### config.mk
export PLATFORM = sky130hd
export DESIGN_NAME = ps2_mouse_packet_tracker_core
export DESIGN_NICKNAME = d
export VERILOG_FILES = /design/src/rtl/core/ps2mpt_pkg.sv /design/src/rtl/core/ps2mpt_decode.sv /design/src/rtl/core/ps2_mouse_packet_tracker_core.sv
export SDC_FILE = /design/constraint.sdc
export NUM_CORES = 1
export LEC_CHECK = 0
export BUFFER_PORTS_ARGS = -buffer_cell sky130_fd_sc_hd__buf_4
export CORE_ASPECT_RATIO = 1.25
export CORE_MARGIN = 4
export CORE_UTILIZATION = 30
export DETAILED_ROUTE_END_ITERATION = 10
export PLACE_DENSITY = 0.58
export SLEW_MARGIN = 30
export SYNTH_ARGS = -nofsm -noshare
export SYNTH_HDL_FRONTEND = slang
export SYNTH_SLANG_ARGS = --single-unit
### constraint.sdc
create_clock -name clk -period 3.7 [get_ports clk]
set_input_delay 0.185 -clock clk [delete_from_list [all_inputs] [get_ports clk]]
set_output_delay 0.185 -clock clk [all_outputs]
set_load 0.01 [all_outputs]
### src/rtl/core/ps2mpt_pkg.sv
// Shared types and constants for the PS/2 mouse packet tracker.
// No dependencies; used by ps2mpt_decode and ps2_mouse_packet_tracker_core.
package ps2mpt_pkg;

    // Default coordinate register width, handed down as a module parameter.
    localparam int COORD_BITS_DEF = 10;

    // Widths fixed by the transaction fields.
    localparam int POS_W  = 10;
    localparam int BYTE_W = 8;

    // Reset values of the limit and cursor registers.
    localparam int MAX_X_RESET    = 798;
    localparam int MAX_Y_RESET    = 598;
    localparam int CURSOR_X_RESET = 160;
    localparam int CURSOR_Y_RESET = 100;

    // Header byte bit positions.
    localparam int HDR_LEFT_BIT  = 0;
    localparam int HDR_SYNC_BIT  = 3;
    localparam int HDR_XSIGN_BIT = 4;
    localparam int HDR_YSIGN_BIT = 5;

    // Register interface.
    localparam int APB_ADDR_W = 3;
    localparam int APB_DATA_W = 32;

    typedef struct packed {
        logic              from_aux;
        logic [BYTE_W-1:0] data_byte;
    } byte_item_t;

    typedef struct packed {
        logic [POS_W-1:0] pos_x;
        logic [POS_W-1:0] pos_y;
        logic             left_button;
    } pkt_item_t;

endpackage

### src/rtl/core/ps2mpt_decode.sv
// Packet assembly and cursor update for the PS/2 mouse packet tracker.
// Depends on ps2mpt_pkg for the transaction types and header bit positions.
module ps2mpt_decode #(
    parameter int COORD_BITS = ps2mpt_pkg::COORD_BITS_DEF
) (
    input  logic                   clk,
    input  logic                   rst_n,
    input  logic                   fire,
    input  ps2mpt_pkg::byte_item_t item,
    input  logic [COORD_BITS-1:0]  max_x,
    input  logic [COORD_BITS-1:0]  max_y,
    output logic                   result_valid,
    output ps2mpt_pkg::pkt_item_t  result
);

    localparam int SUM_W = COORD_BITS + 2;
    localparam int POS_W = ps2mpt_pkg::POS_W;

    typedef enum logic [2:0] {
        ST_HEADER = 3'b001,
        ST_XDELTA = 3'b010,
        ST_YDELTA = 3'b100
    } rx_state_t;

    rx_state_t                      state_reg, state_next;
    logic [ps2mpt_pkg::BYTE_W-1:0]  header_reg, header_next;
    logic [ps2mpt_pkg::BYTE_W-1:0]  xdelta_reg, xdelta_next;
    logic [COORD_BITS-1:0]          cursor_x_reg, cursor_x_next;
    logic [COORD_BITS-1:0]          cursor_y_reg, cursor_y_next;

    logic                           aux_fire;
    logic signed [8:0]              dx, dy;
    logic signed [SUM_W-1:0]        dx_ext, dy_ext;
    logic signed [SUM_W-1:0]        sum_x, sum_y;
    logic [COORD_BITS-1:0]          clamp_x, clamp_y;
    logic [COORD_BITS+POS_W-1:0]    wide_x, wide_y;

    assign aux_fire = fire && item.from_aux;

    // Nine-bit deltas: the data byte is the unsigned low part, the header holds the sign.
    assign dx     = {header_reg[ps2mpt_pkg::HDR_XSIGN_BIT], xdelta_reg};
    assign dy     = {header_reg[ps2mpt_pkg::HDR_YSIGN_BIT], item.data_byte};
    assign dx_ext = {{(SUM_W-9){dx[8]}}, dx};
    assign dy_ext = {{(SUM_W-9){dy[8]}}, dy};
    assign sum_x  = $signed({2'b00, cursor_x_reg}) + dx_ext;
    assign sum_y  = $signed({2'b00, cursor_y_reg}) - dy_ext;

    always_comb
    begin
        if (sum_x[SUM_W-1])
            clamp_x = '0;
        else if (sum_x[SUM_W-2:0] > {1'b0, max_x})
            clamp_x = max_x;
        else
            clamp_x = sum_x[COORD_BITS-1:0];

        if (sum_y[SUM_W-1])
            clamp_y = '0;
        else if (sum_y[SUM_W-2:0] > {1'b0, max_y})
            clamp_y = max_y;
        else
            clamp_y = sum_y[COORD_BITS-1:0];
    end

    always_comb
    begin
        state_next    = state_reg;
        header_next   = header_reg;
        xdelta_next   = xdelta_reg;
        cursor_x_next = cursor_x_reg;
        cursor_y_next = cursor_y_reg;
        result_valid  = 1'b0;
        if (aux_fire)
        begin
            unique case (state_reg)
                ST_HEADER:
                begin
                    // A byte without the always-one bit cannot start a packet.
                    if (item.data_byte[ps2mpt_pkg::HDR_SYNC_BIT])
                    begin
                        header_next = item.data_byte;
                        state_next  = ST_XDELTA;
                    end
                end
                ST_XDELTA:
                begin
                    xdelta_next = item.data_byte;
                    state_next  = ST_YDELTA;
                end
                ST_YDELTA:
                begin
                    cursor_x_next = clamp_x;
                    cursor_y_next = clamp_y;
                    result_valid  = 1'b1;
                    state_next    = ST_HEADER;
                end
                default:
                begin
                    state_next = ST_HEADER;
                end
            endcase
        end
    end

    assign wide_x             = {{POS_W{1'b0}}, clamp_x};
    assign wide_y             = {{POS_W{1'b0}}, clamp_y};
    assign result.pos_x       = wide_x[POS_W-1:0];
    assign result.pos_y       = wide_y[POS_W-1:0];
    assign result.left_button = header_reg[ps2mpt_pkg::HDR_LEFT_BIT];

    always_ff @(posedge clk or negedge rst_n)
    begin
        if (!rst_n)
        begin
            state_reg    <= ST_HEADER;
            header_reg   <= '0;
            xdelta_reg   <= '0;
            cursor_x_reg <= COORD_BITS'(ps2mpt_pkg::CURSOR_X_RESET);
            cursor_y_reg <= COORD_BITS'(ps2mpt_pkg::CURSOR_Y_RESET);
        end
        else
        begin
            state_reg    <= state_next;
            header_reg   <= header_next;
            xdelta_reg   <= xdelta_next;
            cursor_x_reg <= cursor_x_next;
            cursor_y_reg <= cursor_y_next;
        end
    end

    // A completed packet always lands inside the current limits.
    a_clamp_x: assert property (@(posedge clk) disable iff (!rst_n)
        result_valid |-> (clamp_x <= max_x) && (clamp_y <= max_y))
        else $error("cursor outside limits");

    // Bytes from the keyboard port leave the tracker untouched.
    a_non_aux: assert property (@(posedge clk) disable iff (!rst_n)
        (fire && !item.from_aux) |=> $stable(state_reg) && $stable(cursor_x_reg)
                                     && $stable(cursor_y_reg))
        else $error("non-mouse byte changed tracker state");

    // A misaligned header byte keeps the assembler waiting for a header.
    a_resync: assert property (@(posedge clk) disable iff (!rst_n)
        (aux_fire && state_reg == ST_HEADER
         && !item.data_byte[ps2mpt_pkg::HDR_SYNC_BIT]) |=> state_reg == ST_HEADER)
        else $error("misaligned header was accepted");

endmodule

### src/rtl/core/ps2_mouse_packet_tracker_core.sv
// Top level of the PS/2 mouse packet tracker: byte channel, packet channel,
// limit registers and output buffering. Depends on ps2mpt_pkg and ps2mpt_decode.
//
//  Channel   Handshake                       Payload             Direction
//  byte      byte_valid / byte_stall         byte_data (9 b)     in
//  pkt       pkt_valid / pkt_stall           pkt_data (21 b)     out
//  config    psel/penable/pwrite/pready      paddr, pwdata/rdata in/out
//
// One byte transaction is accepted per cycle unless byte_stall is high; the
// decoder does the header check, delta extension, add and clamp
// combinationally, feeding the output register and its skid entry.
// Reset puts the limits at 798 by 598 and the cursor at 160, 100.
// The output register plus one skid entry let byte_stall come straight from a
// flop; byte_stall rises only once two packets wait on a stalled pkt channel.
module ps2_mouse_packet_tracker_core #(
    parameter int COORD_BITS = ps2mpt_pkg::COORD_BITS_DEF
) (
    input  logic                                 clk,
    input  logic                                 rst_n,
    // Byte channel from the PS/2 controller.
    input  logic                                 byte_valid,
    output logic                                 byte_stall,
    input  ps2mpt_pkg::byte_item_t               byte_data,
    // Packet channel carrying the updated position.
    output logic                                 pkt_valid,
    input  logic                                 pkt_stall,
    output ps2mpt_pkg::pkt_item_t                pkt_data,
    // Register port.
    input  logic                                 psel,
    input  logic                                 penable,
    input  logic                                 pwrite,
    input  logic [ps2mpt_pkg::APB_ADDR_W-1:0]    paddr,
    input  logic [ps2mpt_pkg::APB_DATA_W-1:0]    pwdata,
    output logic [ps2mpt_pkg::APB_DATA_W-1:0]    prdata,
    output logic                                 pready
);

    localparam int  DATA_W    = ps2mpt_pkg::APB_DATA_W;
    // Register index, taken from the word address bit.
    localparam logic REG_MAX_X = 1'b0;
    localparam logic REG_MAX_Y = 1'b1;

    logic [COORD_BITS-1:0]  max_x_reg, max_y_reg;
    logic                   cfg_write;

    logic                   byte_fire;
    logic                   result_valid;
    ps2mpt_pkg::pkt_item_t  result;

    logic                   out_valid_reg;
    ps2mpt_pkg::pkt_item_t  out_data_reg;
    logic                   skid_valid_reg;
    ps2mpt_pkg::pkt_item_t  skid_data_reg;
    logic                   push, pop;

    // ------------------------------------------------------------------
    // Register port: zero-wait writes in the access phase.
    // ------------------------------------------------------------------
    assign pready    = 1'b1;
    assign cfg_write = psel && penable && pwrite && pready;

    always_ff @(posedge clk or negedge rst_n)
    begin
        if (!rst_n)
        begin
            max_x_reg <= COORD_BITS'(ps2mpt_pkg::MAX_X_RESET);
            max_y_reg <= COORD_BITS'(ps2mpt_pkg::MAX_Y_RESET);
        end
        else if (cfg_write)
        begin
            unique case (paddr[2])
                REG_MAX_X: max_x_reg <= pwdata[COORD_BITS-1:0];
                REG_MAX_Y: max_y_reg <= pwdata[COORD_BITS-1:0];
                default:   max_x_reg <= max_x_reg;
            endcase
        end
    end

    always_comb
    begin
        unique case (paddr[2])
            REG_MAX_X: prdata = {{(DATA_W-COORD_BITS){1'b0}}, max_x_reg};
            REG_MAX_Y: prdata = {{(DATA_W-COORD_BITS){1'b0}}, max_y_reg};
            default:   prdata = '0;
        endcase
    end

    // ------------------------------------------------------------------
    // Packet assembly and position update.
    // ------------------------------------------------------------------
    assign byte_stall = skid_valid_reg;
    assign byte_fire  = byte_valid && !byte_stall;

    ps2mpt_decode #(
        .COORD_BITS (COORD_BITS)
    ) u_decode (
        .clk          (clk),
        .rst_n        (rst_n),
        .fire         (byte_fire),
        .item         (byte_data),
        .max_x        (max_x_reg),
        .max_y        (max_y_reg),
        .result_valid (result_valid),
        .result       (result)
    );

    // ------------------------------------------------------------------
    // Output register with one skid entry. A new position goes to the
    // output register when it is empty or being drained this cycle, and
    // to the skid entry otherwise. The skid entry refills the output
    // register as soon as the consumer takes the current transaction.
    // ------------------------------------------------------------------
    assign push = byte_fire && result_valid;
    assign pop  = out_valid_reg && !pkt_stall;

    always_ff @(posedge clk or negedge rst_n)
    begin
        if (!rst_n)
        begin
            out_valid_reg  <= 1'b0;
            skid_valid_reg <= 1'b0;
        end
        else if (skid_valid_reg)
        begin
            if (pop)
                skid_valid_reg <= 1'b0;
        end
        else if (push)
        begin
            if (out_valid_reg && !pop)
                skid_valid_reg <= 1'b1;
            else
                out_valid_reg <= 1'b1;
        end
        else if (pop)
        begin
            out_valid_reg <= 1'b0;
        end
    end

    always_ff @(posedge clk)
    begin
        if (skid_valid_reg)
        begin
            if (pop)
                out_data_reg <= skid_data_reg;
        end
        else if (push)
        begin
            if (out_valid_reg && !pop)
                skid_data_reg <= result;
            else
                out_data_reg <= result;
        end
    end

    assign pkt_valid = out_valid_reg;
    assign pkt_data  = out_data_reg;

    // The skid entry is only ever filled behind an occupied output register.
    a_skid_order: assert property (@(posedge clk) disable iff (!rst_n)
        skid_valid_reg |-> out_valid_reg)
        else $error("skid entry holds data while output register is empty");

    // The skid entry fills only when the output register was stalled.
    a_skid_fill: assert property (@(posedge clk) disable iff (!rst_n)
        $rose(skid_valid_reg) |-> $past(out_valid_reg && pkt_stall && push))
        else $error("skid entry filled without a stalled output");

    // Draining the last waiting position with nothing new empties the buffer.
    a_drain: assert property (@(posedge clk) disable iff (!rst_n)
        (pop && !skid_valid_reg && !push) |=> !out_valid_reg)
        else $error("output register stayed valid after drain");

endmodule
==> impl_metrics.yaml, run 1 <==
placed_design:
  place.gp.congestion: 0.869
  port_buffers: 59
  pre_cts_slack_ns: -0.475
  placement.cell_area_mm2: 0.00674
  dpl.hpwl_um: 11100
cts:
  cts_sinks: 98
  clock_insertion_delay_worst_skew_ns: 0.34
  clock-root-buffer: "sky130_fd_sc_hd__clkbuf_16"
  cts.clk_slew.worst_paths_ns: 0.07
  cts.path.max_buffers: 2
  cts-htree-levels: 3
  numCtsBuffers: 9
  tritoncts: "yes"
global_route:
  grt_remaining_overflow: 0
  grt_pass1_vias: 4255
  grt_use_total: 0.134
  initial_antenna_violation_count: 0
  first_pass_grt_wire_length_um: 22800
  largest_net_degree_at_the_start_of_global_routing: 57
critical_path:
  cp.required_ns: 3.91
  path_common_cell: "sky130_fd_sc_hd__a21oi_2"
  reg2reg_setup_slack_ns: -0.19
  cpMaxStageDelayCell: "sky130_fd_sc_hd__fa_2"
  timing_worst_setup_path_type: "reg2reg"
  dominant_delay_contributor_by_cell_family_on_the_critical_path: "adder cells"
  worstPathMaxFanout: 4
  crit_path_start_kind: "register"
  path_buf_inv: 3
  ff2ff_path_depth: 18
  worstPathArrival_ns: 4.10
  worstSetupPathDepth: 18
  critical_path.reg2reg.startpoint: "u_decode.cursor_y_reg[0]$_DFFE_PN0P_"
  critical_path.max_stage_delay_ns: 0.41
  cp_cell_sequence: "inv_2 > ha_4 > fa_2 > nor2b_4 > o2111ai_2 > nand2_2 > nor2_4 > xnor2_2 > ha_1 > a21oi_2 > o21ai_2 > a2111oi_4 > a21oi_2 > nor4b_2 > buf_4 > mux2i_4 > buf_6 > nor2b_1"
  setup.worst_path.end_class: "register"
  worstReg2RegEnd: "skid_data_reg[2]$_DFFE_PP_"
sta:
  max_slew.worst_pin.slew_ns: 0.739
  unrepaired_setup_endpoints_after_global_routing: "yes"
  setup_slack_ns: -0.191
  timing.final.crit_period_ns: 3.89
  tns_ns: -3.64
  timing.final.setup_violations: 28
  timing.slew.headroom: 0.507
  report.final.hold_viol_count: 0
  final_setup_skew_ns: 0.00756
  maximum_clock_rate_ghz: 0.257
  slew_viol_final: 0
  finalCritPeriodShare: 1.05
floorplan:
  placeableCoreArea_mm2: 0.0188
  die_width_um: 131
  floorplan.initialDensity: 0.304
  io_pins: 107
  std_cell_rows: 56
  chipHeight_um: 162
  die_area_mm2: 0.0213
yosys:
  post_synth_fa_ha_maj_area_fraction: 0.0990
  ys_seq_area_frac: 0.470
  synth.largest_area_cell: "sky130_fd_sc_hd__edfxtp_1"
  synth_seq_cells: 98
  synth_enable_flop_cells: 42
  synth_top_family_by_area: "compound AO/OA/AOI/OAI gates"
  synth.area.top_cells: "sky130_fd_sc_hd__edfxtp_1 (22%), sky130_fd_sc_hd__dfrtp_1 (17%), sky130_fd_sc_hd__ha_1 (9.2%)"
  post_synth_and_or_nand_nor_area_fraction: 0.113
  synth_compound_gate_area_share: 0.139
  library_cells_used_by_synthesis: 56
  synthMuxAreaShare: 0.0823
  synth.avg_cell_area_um2: 10.3
  xor_xnor_share_of_the_synthesized_area: 0.0230
  synth_top_area_frac: 0.221
  synth_ff_type: "sky130_fd_sc_hd__edfxtp_1"
  asyncSetResetFlopFracSynth: 0.571
  syn-instance-count: 557
  post_synth_instance_area_mm2: 0.00571
  synth-warning-count: 0
layout:
  layout.filler_cells: 1813
  fin_nets: 776
  design_area_mm2: 0.00767
  post_route_cells_drive_above_1_share: 0.395
  final_core_utilization: 0.409
  most-common-layout-cells: "sky130_fd_sc_hd__buf_4 (123), sky130_fd_sc_hd__nand2_1 (63), sky130_fd_sc_hd__inv_1 (43)"
  antenna_cells: 0
  multiInputGateArea_mm2: 0.00316
  final-seq-area_mm2: 0.00268
  final_common_cell: "sky130_fd_sc_hd__buf_4"
  area_delta_synth_final_pct: 34.3
hold_path:
  min_path_type: "in2reg"
  hold_path_depth: 3
  min_from: "byte_data[5]"
  timing.hold.worst_endpoint: "u_decode.header_reg[5]$_DFFE_PN0P_"
power:
  leak_pwr_nw: 3.39
  power.density_mw_per_mm2: 951
  vdd.ir_drop.worst_mv: 0.478
detailed_routing:
  drt-total-wl_um: 14500
  route.antenna.remaining_nets: 0
  drt-wirelength-per-cell_um: 15.8
  first_pass_iters: 4
  routed-via-count: 4334
  viasPerCell: 4.72
  drt_first_iter_violations: 280
  drc_errors: 0
status:
  status: "complete, but fails checks"
  violated_checks: "negative setup slack"
flow_run:
  cap_violations: 0
[timing repair]
| item | 4_1_cts | 5_1_grt |
|---|---|---|
| endpoints found under the setup margin | 53 | 60 |
| resized for setup | 36 | 70 |
| pin swaps | 31 | 54 |
| hold buffers | 1 | 0 |
| setup buffers | 4 | 9 |
| endpoints found under the hold margin | 39 | 0 |
[cell type report]
class                   instances  share of cell area
clock buffers                   9              0.0293
clock inverters                 7              0.0163
inverters                      45              0.0220
multi-input cells             395               0.411
flip-flops and latches         98               0.350
well taps                     232              0.0378
repair buffers                132               0.133
[Yosys cell counts, types with 2 or more instances]
master                      count
sky130_fd_sc_hd__a2111oi_0      3
sky130_fd_sc_hd__a211o_1        2
sky130_fd_sc_hd__a21o_1         5
sky130_fd_sc_hd__a21oi_1       17
sky130_fd_sc_hd__a22o_1         4
sky130_fd_sc_hd__a22oi_1        2
sky130_fd_sc_hd__and3_1         2
sky130_fd_sc_hd__buf_2          2
sky130_fd_sc_hd__buf_4         26
sky130_fd_sc_hd__clkbuf_1      12
sky130_fd_sc_hd__conb_1         2
sky130_fd_sc_hd__dfrtp_1       39
sky130_fd_sc_hd__dfstp_2       17
sky130_fd_sc_hd__edfxtp_1      42
sky130_fd_sc_hd__fa_1           2
sky130_fd_sc_hd__ha_1          42
sky130_fd_sc_hd__inv_1         45
sky130_fd_sc_hd__mux2_2        24
sky130_fd_sc_hd__mux2i_1       20
sky130_fd_sc_hd__nand2_1       64
sky130_fd_sc_hd__nand2b_1       2
sky130_fd_sc_hd__nand3_1        8
sky130_fd_sc_hd__nand3b_1       2
sky130_fd_sc_hd__nor2_1        35
sky130_fd_sc_hd__nor2b_1        9
sky130_fd_sc_hd__nor3_1         5
sky130_fd_sc_hd__o2111ai_1      2
sky130_fd_sc_hd__o211ai_1       2
sky130_fd_sc_hd__o21a_1        10
sky130_fd_sc_hd__o21ai_0       36
sky130_fd_sc_hd__o21ai_1       27
sky130_fd_sc_hd__o22ai_1        5
sky130_fd_sc_hd__o41ai_1        2
sky130_fd_sc_hd__or2_1          2
sky130_fd_sc_hd__or2_2          2
sky130_fd_sc_hd__or3_1          3
sky130_fd_sc_hd__xnor2_1       13
sky130_fd_sc_hd__xor2_1         2
[cells by family (layout without fill, tap and decap cells)]
kind of cell | Yosys count | count (layout)
buf+inv | 85 | 193
compound gates | 128 | 128
simple gates | 141 | 141
xor+xnor | 15 | 15
flops | 98 | 98
other cells | 2 | 23
mux | 44 | 44
fa+ha+maj | 44 | 44
[worst reg2reg max path, stage by stage, from the launching register on]
cell and delay [ns]:
sky130_fd_sc_hd__dfrtp_1 0.36, sky130_fd_sc_hd__inv_2 0.05, sky130_fd_sc_hd__ha_4 0.16, sky130_fd_sc_hd__fa_2 0.41, sky130_fd_sc_hd__nor2b_4 0.14, sky130_fd_sc_hd__o2111ai_2 0.14
sky130_fd_sc_hd__nand2_2 0.15, sky130_fd_sc_hd__nor2_4 0.05, sky130_fd_sc_hd__xnor2_2 0.13, sky130_fd_sc_hd__ha_1 0.31, sky130_fd_sc_hd__a21oi_2 0.14, sky130_fd_sc_hd__o21ai_2 0.08
sky130_fd_sc_hd__a2111oi_4 0.36, sky130_fd_sc_hd__a21oi_2 0.10, sky130_fd_sc_hd__nor4b_2 0.35, sky130_fd_sc_hd__buf_4 0.27, sky130_fd_sc_hd__mux2i_4 0.28, sky130_fd_sc_hd__buf_6 0.13
sky130_fd_sc_hd__nor2b_1 0.11
[layer usage]
| metal | GRT usage | part of all wire |
|---|---|---|
| met5 | 0 | 0 |
| met4 | 0.0420 | 0.018 |
| met3 | 0.0223 | 0.031 |
| met2 | 0.231 | 0.49 |
| met1 | 0.173 | 0.46 |
[how the worst max path moves through the flow]
stage	slack, ns	to	start
2_1_floorplan	0.03	pkt_data[3]$_DFFE_PP_	u_decode.cursor_y_reg[2]$_DFFE_PN1P_
3_3_place_gp	-0.39	pkt_data[10]$_DFFE_PP_	u_decode.cursor_y_reg[0]$_DFFE_PN0P_
3_5_place_dp	-0.47	pkt_data[9]$_DFFE_PP_	u_decode.cursor_y_reg[0]$_DFFE_PN0P_
4_1_cts	-0.14	pkt_data[9]$_DFFE_PP_	u_decode.cursor_y_reg[0]$_DFFE_PN0P_
5_1_grt	-0.33	pkt_data[4]$_DFFE_PP_	u_decode.cursor_y_reg[7]$_DFFE_PN0P_
6_report	-0.19	skid_data_reg[2]$_DFFE_PP_	u_decode.cursor_y_reg[0]$_DFFE_PN0P_
[report_power, final]
group	internal (W)	switching, W	total (W)	leakage, nW
registers	0.00151	0.000183	0.00169	1.06
clock network	0.000667	0.000436	0.00110	0.170
logic	0.00225	0.00225	0.00450	2.17
[through the flow]
step                      total power (W)  instances  hold WS, ns
final                             0.00730        918       0.0541
after detailed placement          0.00514        890        0.295
after global routing              0.00780        918       0.0709
after global placement            0.00511        890        0.286
after CTS                         0.00668        910       0.0542
after floorplan                   0.00388        578       -0.111
Note: power is estimated with default switching activity, not from simulation.
==> inputs of run 2 (changes only) <==
--- a/config.mk
+++ b/config.mk
@@ -5,6 +5,7 @@
 export SDC_FILE = /design/constraint.sdc
 export NUM_CORES = 1
 export LEC_CHECK = 0
+export ABC_AREA = 1
 export BUFFER_PORTS_ARGS = -buffer_cell sky130_fd_sc_hd__buf_4
 export CORE_ASPECT_RATIO = 1.25
 export CORE_MARGIN = 4
==> impl_metrics.yaml, run 2 <==
detailed_routing:
  drt-wirelength-per-cell_um: 14.0
  drc_errors: 0
  viasPerCell: 4.51
  drt_first_iter_violations: 267
  drt-total-wl_um: 16000
  routed-via-count: 5146
  first_pass_iters: 5
  route.antenna.remaining_nets: 0
power:
  vdd.ir_drop.worst_mv: 0.296
  leak_pwr_nw: 3.72
  power.density_mw_per_mm2: 788
critical_path:
  cp.required_ns: 3.78
  worst_setup_path_endpoint: "pkt_data[3]$_DFFE_PP_"
  critical_path.reg2reg.startpoint: "u_decode.cursor_y_reg[0]$_DFFE_PN0P_"
  cp_cell_sequence: "inv_1 > ha_1 > fa_1 > nor2_1 > nor2_1 > o21ai_1 > xnor2_1 > inv_1 > ha_1 > nand2_1 > inv_1 > a21oi_1 > nand2_1 > nand3_1 > nand2_1 > nand2_1 > buf_4 > nand3_1 > nand4_1 > nand2_1"
  critical_path.max_stage_delay_ns: 0.43
  cpMaxStageDelayCell: "sky130_fd_sc_hd__fa_1"
  ff2ff_path_depth: 20
  worstPathMaxFanout: 5
  worstPathArrival_ns: 3.50
  setup.worst_path.end_class: "register"
  reg2reg_setup_slack_ns: 0.28
  critical_path_launch_point: "u_decode.cursor_y_reg[0]$_DFFE_PN0P_"
  worstReg2RegEnd: "pkt_data[3]$_DFFE_PP_"
  timing_worst_setup_path_type: "reg2reg"
  crit_path_start_kind: "register"
  path_common_cell: "sky130_fd_sc_hd__nand2_1"
sta:
  tns_ns: 0
  unrepaired_setup_endpoints_after_global_routing: "no"
  timing.slew.headroom: 0.463
  timing.final.crit_period_ns: 3.42
  timing.final.setup_violations: 0
  report.final.hold_viol_count: 0
  maximum_clock_rate_ghz: 0.292
  final_setup_skew_ns: 0.0140
  max_slew.worst_pin.slew_ns: 0.805
  slew_viol_final: 0
  finalCritPeriodShare: 0.925
cts:
  cts.path.max_buffers: 2
  tritoncts: "yes"
  numCtsBuffers: 9
  clock_insertion_delay_worst_skew_ns: 0.34
  cts-htree-levels: 3
  clock-root-buffer: "sky130_fd_sc_hd__clkbuf_16"
  postCtsSetupBuffers: 0
  cts_sinks: 98
  cts.clk_slew.worst_paths_ns: 0.07
yosys:
  ys_seq_area_frac: 0.426
  synth_ff_type: "sky130_fd_sc_hd__edfxtp_1"
  synth.largest_area_cell: "sky130_fd_sc_hd__edfxtp_1"
  post_synth_instance_area_mm2: 0.00630
  library_cells_used_by_synthesis: 36
  yosysMostFrequentCell: "sky130_fd_sc_hd__nand2_1"
  syn-instance-count: 807
  synth-warning-count: 0
  asyncSetResetFlopFracSynth: 0.571
  synth_enable_flop_cells: 42
  synth_top_area_frac: 0.200
  synth_seq_cells: 98
  synth.avg_cell_area_um2: 7.80
  yosys-top-cells-count: "sky130_fd_sc_hd__nand2_1 (262), sky130_fd_sc_hd__inv_1 (114), sky130_fd_sc_hd__o21ai_0 (49)"
  synth.area.top_cells: "sky130_fd_sc_hd__edfxtp_1 (20%), sky130_fd_sc_hd__nand2_1 (16%), sky130_fd_sc_hd__dfrtp_1 (15%)"
placed_design:
  port_buffers: 59
  place.gp.congestion: 0.918
  dpl.hpwl_um: 12800
floorplan:
  io_pins: 107
  die_width_um: 138
  chipHeight_um: 170
  placeableCoreArea_mm2: 0.0207
  std_cell_rows: 59
  die_area_mm2: 0.0234
  floorplan.initialDensity: 0.304
global_route:
  grt_use_total: 0.140
  largest_net_degree_at_the_start_of_global_routing: 57
  first_pass_grt_wire_length_um: 25700
  grt_pass1_vias: 4889
  initial_antenna_violation_count: 0
  grt_remaining_overflow: 0
layout:
  antenna_cells: 0
  area_delta_synth_final_pct: 15.3
  final_core_utilization: 0.350
  post_route_cells_drive_above_1_share: 0.137
  most-common-layout-cells: "sky130_fd_sc_hd__nand2_1 (261), sky130_fd_sc_hd__inv_1 (114), sky130_fd_sc_hd__buf_4 (70)"
  fin_nets: 957
  layout.filler_cells: 2189
  final_common_cell: "sky130_fd_sc_hd__nand2_1"
status:
  status: "finished clean"
flow_run:
  cap_violations: 0
hold_path:
  min_path_type: "in2reg"
## run 2: cell types whose count changed after synthesis, moves of 10 or more
| cell | change |
|---|---|
| sky130_fd_sc_hd__inv_1 | +69 |
| sky130_fd_sc_hd__mux2_2 | -23 |
| sky130_fd_sc_hd__mux2i_1 | -20 |
| sky130_fd_sc_hd__nand2_1 | +198 |
| sky130_fd_sc_hd__nand3_1 | +35 |
| sky130_fd_sc_hd__nand4_1 | +43 |
| sky130_fd_sc_hd__o21a_1 | -10 |
| sky130_fd_sc_hd__o21ai_0 | +13 |
| sky130_fd_sc_hd__o21ai_1 | -27 |
## run 2: logic make-up after synthesis
logic type,after synthesis,share of synthesized area
buf+inv,164,0.118
flops,98,0.426
compound gates,73,0.0642
mux,1,0.00179
fa+ha+maj,44,0.0898
simple gates,414,0.284
other cells,2,0.00119
xor+xnor,11,0.0153
## run 2: area by class of cell
class | count | area (µm²) | area share
well taps | 274 | 343 | 0.0472
clock buffers | 10 | 229 | 0.0315
multi-input cells | 566 | 2970 | 0.409
inverters | 116 | 435 | 0.0600
clock inverters | 6 | 66.3 | 0.00913
repair buffers | 71 | 536 | 0.0738
flip-flops and latches | 98 | 2680 | 0.370
## run 2: repair_timing
| item | CTS | global route |
|---|---|---|
| endpoints found under the hold margin | 39 | 0 |
| resized for setup | 0 | 3 |
| hold buffers | 1 | 0 |
| setup endpoints to repair | 0 | 40 |
## run 2: worst min-delay path by stage
stage	to	cells after the start	startpoint
5_1_grt	u_decode.header_reg[5]$_DFFE_PN0P_	3	byte_data[5]
3_3_place_gp	u_decode.cursor_y_reg[7]$_DFFE_PN0P_	1	rst_n
6_report	u_decode.header_reg[5]$_DFFE_PN0P_	3	byte_data[5]
4_1_cts	u_decode.header_reg[5]$_DFFE_PN0P_	3	byte_data[5]
3_5_place_dp	u_decode.cursor_y_reg[7]$_DFFE_PN0P_	1	rst_n
2_1_floorplan	byte_stall$_DFF_PN0_	0	rst_n
## run 2: per-stage QoR
step | hold slack [ns] | power [W] | worst slack, ns | instance area, µm² | cells
finish | 0.0690 | 0.00572 | 0.278 | 7260 | 1141
global route | 0.0775 | 0.00631 | 0.00123 | 7260 | 1141
CTS | 0.0579 | 0.00575 | 0.114 | 7260 | 1141
detailed placement | 0.316 | 0.00477 | 0.185 | 6950 | 1124
global placement | 0.307 | 0.00474 | 0.193 | 6950 | 1124
floorplan | -0.111 | 0.00399 | 0.670 | 6380 | 828
## run 2: metal layers
layer / GRT usage / routed length, µm / share of wire
met5: 0 / 0 / 0
met4: 0.0521 / 480 / 0.030
met3: 0.0198 / 773 / 0.048
met2: 0.235 / 7690 / 0.48
met1: 0.182 / 7040 / 0.44
## run 2: worst max-delay path, delay by kind of cell, from the launching register on
family / cells / cell delay (ns)
XOR/XNOR: 1 / 0.21
flip-flops: 1 / 0.35
buffers and inverters: 4 / 0.37
AO/OA/AOI/OAI: 2 / 0.29
AND/OR/NAND/NOR: 10 / 0.97
adder cells (fa/ha/maj): 3 / 0.98
## run 2: where the power goes
| group | internal, W | switching [W] | leakage (nW) |
|---|---|---|---|
| Clock | 0.000526 | 0.000419 | 0.135 |
| Combinational | 0.00110 | 0.00206 | 2.52 |
| Sequential | 0.00147 | 0.000142 | 1.07 |
